[src/rtl/cksb_pkg.sv]
// ----------------------------------------------------------------------------
// cksb_pkg
// shared types, register indexes, opcodes and widths of the sprite blitter
// ----------------------------------------------------------------------------
package cksb_pkg;

    localparam int COORD_BITS_DEF = 10;

    localparam int DIM_W   = 11;
    localparam int COLOR_W = 16;
    localparam int OP_W    = 3;
    localparam int ADDR_W  = 20;
    localparam int CIDX_W  = 3;
    localparam int CDATA_W = 16;

    localparam logic [DIM_W-1:0]   WIDTH_RST  = 11'd480;
    localparam logic [DIM_W-1:0]   HEIGHT_RST = 11'd272;
    localparam logic [DIM_W-1:0]   PITCH_RST  = 11'd512;
    localparam logic [COLOR_W-1:0] KEY_RST    = 16'h0000;
    localparam logic [COLOR_W-1:0] BACK_RST   = 16'h0000;

    typedef enum logic [CIDX_W-1:0] {
        REG_CLIP_WIDTH    = 3'd0,
        REG_CLIP_HEIGHT   = 3'd1,
        REG_LINE_PITCH    = 3'd2,
        REG_KEY_COLOR     = 3'd3,
        REG_KEY_ENABLED   = 3'd4,
        REG_BACKGROUND    = 3'd5
    } reg_idx_t;

    typedef enum logic [OP_W-1:0] {
        OP_PUT_OPAQUE   = 3'd0,
        OP_PUT_KEYED    = 3'd1,
        OP_PUT_MASKED   = 3'd2,
        OP_COLLIDE_ALL  = 3'd3,
        OP_COLLIDE_KEYED = 3'd4
    } opcode_t;

    typedef struct packed {
        logic [DIM_W-1:0]   clip_width;
        logic [DIM_W-1:0]   clip_height;
        logic [DIM_W-1:0]   line_pitch;
        logic [COLOR_W-1:0] key_color;
        logic               key_enabled;
        logic [COLOR_W-1:0] background_color;
    } cfg_t;

    typedef struct packed {
        logic              write_enable;
        logic [ADDR_W-1:0] write_address;
        logic              visible;
        logic              hit_now;
    } pix_res_t;

endpackage

[src/rtl/cksb_cfg_regs.sv]
// ----------------------------------------------------------------------------
// cksb_cfg_regs
// configuration register file, written one register per transaction
// ----------------------------------------------------------------------------
module cksb_cfg_regs
    import cksb_pkg::*;
(
    input  logic               clk,
    input  logic               rst_n,
    input  logic               wr_en,
    input  logic [CIDX_W-1:0]  wr_idx,
    input  logic [CDATA_W-1:0] wr_data,
    output cfg_t               cfg
);

    cfg_t cfg_reg;
    cfg_t cfg_next;

    always_comb
    begin
        cfg_next = cfg_reg;
        if (wr_en)
        begin
            case (wr_idx)
                REG_CLIP_WIDTH:    cfg_next.clip_width       = wr_data[DIM_W-1:0];
                REG_CLIP_HEIGHT:   cfg_next.clip_height      = wr_data[DIM_W-1:0];
                REG_LINE_PITCH:    cfg_next.line_pitch       = wr_data[DIM_W-1:0];
                REG_KEY_COLOR:     cfg_next.key_color        = wr_data[COLOR_W-1:0];
                REG_KEY_ENABLED:   cfg_next.key_enabled      = wr_data[0];
                REG_BACKGROUND:    cfg_next.background_color = wr_data[COLOR_W-1:0];
                default:           cfg_next = cfg_reg;
            endcase
        end
    end

    always_ff @(posedge clk or negedge rst_n)
    begin
        if (!rst_n)
        begin
            cfg_reg.clip_width       <= WIDTH_RST;
            cfg_reg.clip_height      <= HEIGHT_RST;
            cfg_reg.line_pitch       <= PITCH_RST;
            cfg_reg.key_color        <= KEY_RST;
            cfg_reg.key_enabled      <= 1'b0;
            cfg_reg.background_color <= BACK_RST;
        end
        else
        begin
            cfg_reg <= cfg_next;
        end
    end

    assign cfg = cfg_reg;

endmodule

[src/rtl/cksb_pixel_eval.sv]
// ----------------------------------------------------------------------------
// cksb_pixel_eval
// clip test, framebuffer address and write / collision decision for a pixel
// ----------------------------------------------------------------------------
module cksb_pixel_eval
    import cksb_pkg::*;
#(
    parameter int COORD_BITS = COORD_BITS_DEF
)
(
    input  cfg_t                   cfg,
    input  logic [OP_W-1:0]        opcode,
    input  logic [DIM_W-1:0]       dest_x,
    input  logic [DIM_W-1:0]       dest_y,
    input  logic [COORD_BITS-1:0]  column,
    input  logic [COORD_BITS-1:0]  row,
    input  logic [COLOR_W-1:0]     src_color,
    input  logic                   mask_bit,
    input  logic [COLOR_W-1:0]     screen_pixel,
    output pix_res_t               res
);

    // signed screen coordinate width, one spare bit over the widest operand
    localparam int SW   = ((COORD_BITS > DIM_W - 1) ? COORD_BITS : DIM_W - 1) + 2;
    localparam int PW   = 2 * DIM_W;

    logic signed [SW-1:0] sx;
    logic signed [SW-1:0] sy;
    logic                 vis;
    logic                 opaque;
    logic                 occupied;
    logic [PW-1:0]        prod;
    logic [PW-1:0]        sum;

    always_comb
    begin
        sx = $signed({{(SW-DIM_W){dest_x[DIM_W-1]}}, dest_x})
           + $signed({{(SW-COORD_BITS){1'b0}}, column});
        sy = $signed({{(SW-DIM_W){dest_y[DIM_W-1]}}, dest_y})
           + $signed({{(SW-COORD_BITS){1'b0}}, row});
    end

    assign vis = !sx[SW-1] && !sy[SW-1]
              && (sx[SW-2:0] < (SW-1)'(cfg.clip_width))
              && (sy[SW-2:0] < (SW-1)'(cfg.clip_height));

    assign opaque   = !(cfg.key_enabled && (src_color == cfg.key_color));
    assign occupied = (screen_pixel != cfg.background_color);

    // a visible coordinate is below the 11-bit bound, so the low bits suffice
    assign prod = {{(PW-DIM_W){1'b0}}, sy[DIM_W-1:0]}
                * {{(PW-DIM_W){1'b0}}, cfg.line_pitch};
    assign sum  = prod + {{(PW-DIM_W){1'b0}}, sx[DIM_W-1:0]};

    always_comb
    begin
        res.write_enable  = 1'b0;
        res.hit_now       = 1'b0;
        res.visible       = vis;
        res.write_address = '0;
        if (vis)
        begin
            res.write_address = sum[ADDR_W-1:0];
            case (opcode)
                OP_PUT_OPAQUE:    res.write_enable = 1'b1;
                OP_PUT_KEYED:     res.write_enable = opaque;
                OP_PUT_MASKED:    res.write_enable = mask_bit;
                OP_COLLIDE_ALL:   res.hit_now      = occupied;
                OP_COLLIDE_KEYED: res.hit_now      = opaque && occupied;
                default:
                begin
                    res.write_enable = 1'b0;
                    res.hit_now      = 1'b0;
                end
            endcase
        end
    end

endmodule

[src/rtl/clipped_keyed_sprite_blitter.sv]
// ----------------------------------------------------------------------------
// clipped_keyed_sprite_blitter
// per-pixel clip, address, color-key, mask and collision engine for rgb565 sprite blits
// ----------------------------------------------------------------------------
// channel  | direction | carries
// s_axis   | in        | one source pixel transaction, tlast marks end of blit
// m_axis   | out       | one result transaction per pixel
// cfg      | in        | register index and write data, always ready
//
// one pixel per clock sustained while m_axis accepts; each pixel passes the
// input register, then the result register, with clip, multiply-add address
// and collision logic between; the input register refills while a result
// waits, so a stalled m_axis backs up s_axis only when both registers are full
// reset restores the default screen geometry and clears the hit flag
// ----------------------------------------------------------------------------
module clipped_keyed_sprite_blitter
    import cksb_pkg::*;
#(
    parameter int COORD_BITS = COORD_BITS_DEF,
    localparam int IN_BITS   = 2 * DIM_W + 2 * COORD_BITS + 2 * COLOR_W + 1,
    localparam int IN_W      = ((IN_BITS + 7) / 8) * 8,
    localparam int OUT_BITS  = ADDR_W + COLOR_W + 3,
    localparam int OUT_W     = ((OUT_BITS + 7) / 8) * 8
)
(
    input  logic               clk,
    input  logic               rst_n,

    input  logic               s_tvalid,
    output logic               s_tready,
    // dest_x, dest_y, column, row, src_color, mask_bit, screen_pixel, zero fill
    input  logic [IN_W-1:0]    s_tdata,
    // opcode
    input  logic [OP_W-1:0]    s_tuser,
    input  logic               s_tlast,

    output logic               m_tvalid,
    input  logic               m_tready,
    // write_enable, write_address, write_color, visible, hit, zero fill
    output logic [OUT_W-1:0]   m_tdata,
    output logic               m_tlast,

    input  logic               cfg_valid,
    output logic               cfg_ready,
    input  logic [CIDX_W-1:0]  cfg_addr,
    input  logic [CDATA_W-1:0] cfg_data
);

    localparam int DX_LO  = 0;
    localparam int DY_LO  = DX_LO + DIM_W;
    localparam int COL_LO = DY_LO + DIM_W;
    localparam int ROW_LO = COL_LO + COORD_BITS;
    localparam int SRC_LO = ROW_LO + COORD_BITS;
    localparam int MSK_LO = SRC_LO + COLOR_W;
    localparam int SCR_LO = MSK_LO + 1;

    cfg_t     cfg;
    pix_res_t res;

    logic              in_valid_reg;
    logic              in_valid_next;
    logic [IN_W-1:0]   in_data_reg;
    logic [OP_W-1:0]   in_op_reg;
    logic              in_last_reg;

    logic              out_valid_reg;
    logic              out_valid_next;
    logic [OUT_W-1:0]  out_data_reg;
    logic [OUT_W-1:0]  out_data_next;
    logic              out_last_reg;

    logic              seen_reg;
    logic              seen_next;
    logic              hit;
    logic              advance;
    logic              take;

    assign cfg_ready = 1'b1;

    cksb_cfg_regs u_cfg
    (
        .clk     (clk),
        .rst_n   (rst_n),
        .wr_en   (cfg_valid),
        .wr_idx  (cfg_addr),
        .wr_data (cfg_data),
        .cfg     (cfg)
    );

    cksb_pixel_eval #(
        .COORD_BITS (COORD_BITS)
    ) u_eval
    (
        .cfg          (cfg),
        .opcode       (in_op_reg),
        .dest_x       (in_data_reg[DX_LO +: DIM_W]),
        .dest_y       (in_data_reg[DY_LO +: DIM_W]),
        .column       (in_data_reg[COL_LO +: COORD_BITS]),
        .row          (in_data_reg[ROW_LO +: COORD_BITS]),
        .src_color    (in_data_reg[SRC_LO +: COLOR_W]),
        .mask_bit     (in_data_reg[MSK_LO]),
        .screen_pixel (in_data_reg[SCR_LO +: COLOR_W]),
        .res          (res)
    );

    // input holds a pixel and the result register is free or draining this cycle
    assign advance  = in_valid_reg && (!out_valid_reg || m_tready);
    assign s_tready = !in_valid_reg || advance;
    assign take     = s_tvalid && s_tready;

    assign hit = seen_reg | res.hit_now;

    always_comb
    begin
        in_valid_next  = in_valid_reg;
        out_valid_next = out_valid_reg;
        seen_next      = seen_reg;
        if (out_valid_reg && m_tready)
        begin
            out_valid_next = 1'b0;
        end
        if (advance)
        begin
            out_valid_next = 1'b1;
            in_valid_next  = 1'b0;
            seen_next      = in_last_reg ? 1'b0 : hit;
        end
        if (take)
        begin
            in_valid_next = 1'b1;
        end
    end

    always_comb
    begin
        out_data_next                         = '0;
        out_data_next[0]                      = res.write_enable;
        out_data_next[1 +: ADDR_W]            = res.write_address;
        out_data_next[1 + ADDR_W +: COLOR_W]  = in_data_reg[SRC_LO +: COLOR_W];
        out_data_next[1 + ADDR_W + COLOR_W]   = res.visible;
        out_data_next[2 + ADDR_W + COLOR_W]   = hit;
    end

    always_ff @(posedge clk or negedge rst_n)
    begin
        if (!rst_n)
        begin
            in_valid_reg  <= 1'b0;
            out_valid_reg <= 1'b0;
            seen_reg      <= 1'b0;
        end
        else
        begin
            in_valid_reg  <= in_valid_next;
            out_valid_reg <= out_valid_next;
            seen_reg      <= seen_next;
        end
    end

    always_ff @(posedge clk)
    begin
        if (take)
        begin
            in_data_reg <= s_tdata;
            in_op_reg   <= s_tuser;
            in_last_reg <= s_tlast;
        end
        if (advance)
        begin
            out_data_reg <= out_data_next;
            out_last_reg <= in_last_reg;
        end
    end

    assign m_tvalid = out_valid_reg;
    assign m_tdata  = out_data_reg;
    assign m_tlast  = out_last_reg;

endmodule
[config.mk]
export PLATFORM = sky130hd
export DESIGN_NAME = clipped_keyed_sprite_blitter
export DESIGN_NICKNAME = d
export VERILOG_FILES = /design/src/rtl/cksb_pkg.sv /design/src/rtl/cksb_cfg_regs.sv /design/src/rtl/cksb_pixel_eval.sv /design/src/rtl/clipped_keyed_sprite_blitter.sv
export SDC_FILE = /design/constraint.sdc
export NUM_CORES = 1
export LEC_CHECK = 0
export ABC_CLOCK_PERIOD_IN_PS = 6900
export BUFFER_PORTS_ARGS = -buffer_cell sky130_fd_sc_hd__clkbuf_2
export CAP_MARGIN = 15
export CORE_MARGIN = 2
export CORE_UTILIZATION = 30
export DETAILED_ROUTE_END_ITERATION = 16
export GPL_ROUTABILITY_DRIVEN = 0
export PLACE_DENSITY = 0.44
export SLEW_MARGIN = 10
export SYNTH_ARGS = -nofsm -noshare
export SYNTH_HDL_FRONTEND = slang
export SYNTH_SLANG_ARGS = --single-unit
[constraint.sdc]
create_clock -name clk -period 6.9 [get_ports clk]
set_input_delay 1.38 -clock clk [delete_from_list [all_inputs] [get_ports clk]]
set_output_delay 1.38 -clock clk [all_outputs]
set_load 0.02 [all_outputs]
==> results_dict.tcl <==
set metrics [dict create \
    via_count 7639 \
    fin_crit_sh_pct 94.3 \
    syn_avg_cell_area_sq_um 11.7 \
    wl_met1_microns 14500 \
    die_h_microns 206 \
    grt_max_degree 70 \
    cts_hold_buf 0 \
    tritoncts "yes" \
    synth-edff-count 119 \
    drive_above_1_share_pct 23.1 \
    hpwl_microns 22100 \
    wl_met2_microns 12700 \
    initial_core_util_pct 30.6 \
    netlist_area_sq_um 12200 \
    slowest_delay_ns 0.87 \
    crit_type "reg2reg" \
    top_layer "met4" \
    first_iter_violations 240 \
    slowest_stage "xnor2_1" \
    fin_util_pct 35.9 \
    clkTransAtPathRegs_ns 0.07 \
    path_common_cell "fa_1" \
    overflow 0 \
    critPathLaunchType "flip-flop" \
    status "completed" \
    ys_seq_area_share_pct 43.5 \
    wl_met3_microns 942 \
    core_area_sq_um 39900 \
    nNetsFinal 1492 \
    drv_slew 0 \
    min_period_ns 6.51 \
    relSlewSlack_pct 24.0 \
    setup_tns_ns 0 \
    rows 73 \
    io_buffers 144 \
    grt_pass1_wl_microns 45000 \
    fillerInstances 3971 \
    arrival_ns 6.81 \
    antenna-diode-count 0 \
    synth-seq-cells 188 \
    yosysMostFrequentCell "inv_1" \
    grt_util_all_layers_pct 14.2 \
    area_growth_pct 17.2 \
    maxCapViolCount 0 \
    finClkSkew_ns 0.0143 \
    synth_top_area_share_pct 29.3 \
    via_per_inst 4.39 \
    drtAntennaViolNets 0 \
    ioPinCount 152 \
    clock_latency_ns 0.45 \
    dieArea_sq_um 42300 \
    cts_buffer_depth 2 \
    drt_first_pass_iters 4 \
    rsz0062_at_grt "no" \
    syn_nets 1332 \
    htreeDepth 4 \
    cp-end-kind "flip-flop" \
    worstPathMaxFanout 9 \
    wire_per_inst_microns 16.3 \
    cts_root_buf "clkbuf_16" \
    synth_warnings 0 \
    postSynthCellCount 1041 \
    largest_reg_flops 75 \
    fmax_mhz 154 \
    finalSetupViolations 0 \
    worst_ep_required_time_ns 7.20 \
    hold_path_class "reg2reg" \
    cts.sinks 188 \
    drc 0 \
    worstPathCellList "ha_1 > a21oi_2 > nor2b_1 > nor2_1 > xnor2_1 > nand2_1 > fa_1 > fa_1 > inv_1 > fa_1 > fa_1 > inv_1 > fa_1 > inv_1 > ha_1 > o21a_1 > o21ai_0 > o21ba_2 > o2111ai_2 > nand4_1 > a31o_2 > a211oi_2 > nand2b_1" \
    synth-async-reset-ratio_pct 36.7 \
    grt_pass1_vias 7870 \
    ys.flop_type "edfxtp_1" \
    tightest_slew_ns 1.13 \
    synth_top_cell_by_area "edfxtp_1" \
    dieWidth_microns 206 \
    ys_top_cells_by_area "edfxtp_1 29%, fa_1 15%, dfrtp_1 13%, ha_1 9.3%, mux2_2 4.3%" \
    drt_wl_total_microns 28400 \
    cts_made_buffers 17 \
    hold_viol 0 \
    synth_common_cells "140 x inv_1, 119 x edfxtp_1, 92 x fa_1, 92 x nand2_1, 91 x ha_1" \
    antenna_found_initial 0 \
    ys_types 63 \
]
logic make-up after synthesis:
logic type	after synthesis	synth area share, %
AOI/OAI and AO/OA	113	6.41
xor gates and xnor gates	59	4.23
adders and majority gates	183	24.4
buffers and inverters	173	5.41
DFF	188	43.5
muxes	47	4.34
other	2	0.0615
and+or+nand+nor	276	11.7
layout by cell type, fill, tap and decap left out, types with 3 or more instances in the layout:
cell type	count
a211oi_1	4
a21o_1	10
a21oi_1	19
a21oi_2	3
a31oi_1	4
and2_1	61
and3_1	5
buf_4	27
clkbuf_16	18
clkbuf_2	143
clkinv_4	4
clkinv_8	3
dfrtp_1	62
dfstp_2	7
edfxtp_1	119
fa_1	92
ha_1	91
inv_1	139
mux2_2	47
nand2_1	92
nand2b_1	17
nand3_1	10
nand4_1	6
nand4b_1	3
nor2_1	28
nor2b_1	13
nor3_1	14
nor3_2	3
nor3b_1	5
nor4_1	6
nor4b_1	3
o21ai_0	39
o21ai_1	4
or3_1	5
xnor2_1	33
xor2_1	24
worst max-delay path, delay by kind of cell, from the launching register on:
family | cells | cell delay (ns)
fa+ha+maj | 7 | 2.96
flops | 1 | 0.40
buf+inv | 3 | 0.16
xor+xnor | 1 | 0.87
simple gates | 5 | 0.66
compound gates | 7 | 1.29
metal layers:
layer / up-vias / GRT usage, %
li1: 3795 / -
met3: 15 / 2.87
met5: - / 0
met1: 3744 / 20.4
met4: 0 / 2.85
met2: 85 / 22.1
cell type report:
cell class | instances | area [sq um] | share of cell area, %
multi-input cells | 680 | 6270 | 43.8
flip-flops and latches | 188 | 5310 | 37.1
repair buffers | 172 | 935 | 6.53
well taps | 525 | 657 | 4.59
inverters | 142 | 533 | 3.72
clock buffers | 20 | 478 | 3.34
clock inverters | 12 | 126 | 0.883
timing repair:
action / 4_1_cts / 5_1_grt
setup buffers: 0 / 2
endpoints found under the setup margin: 0 / 6
gates resized for setup: 0 / 5
stage by stage:
step / hold WS, ns / cell area, sq um / instances / worst slack, ns
2_1_floorplan: 0.416 / 12200 / 1041 / 0.696
3_3_place_gp: 0.458 / 13700 / 1704 / 0.267
3_5_place_dp: 0.467 / 13700 / 1704 / 0.182
4_1_cts: 0.484 / 14300 / 1736 / 0.177
5_1_grt: 0.502 / 14300 / 1739 / 0.00497
6_report: 0.475 / 14300 / 1739 / 0.391
final timing paths:
check                                           from                         to  slack (ns)  cells past startpoint
setup reg to reg           in_data_reg[33]$_DFFE_PP_  m_tdata[20]$_SDFFCE_PN0P_        0.39                     23
setup / recovery           in_data_reg[33]$_DFFE_PP_  m_tdata[20]$_SDFFCE_PN0P_        0.39                     23
min in group asynchronous                      rst_n  u_cfg.cfg[13]$_DFFE_PN0P_        1.15                      2
max in group asynchronous                      rst_n  u_cfg.cfg[35]$_DFFE_PN0P_        5.12                      2
hold reg to reg                in_last_reg$_DFFE_PP_       seen_reg$_DFFE_PN0P_        0.48                      1
hold / removal                 in_last_reg$_DFFE_PP_       seen_reg$_DFFE_PN0P_        0.48                      1
Power is not shown: default switching activity piles up to over one toggle a cycle in this logic, so the estimate is an artifact.
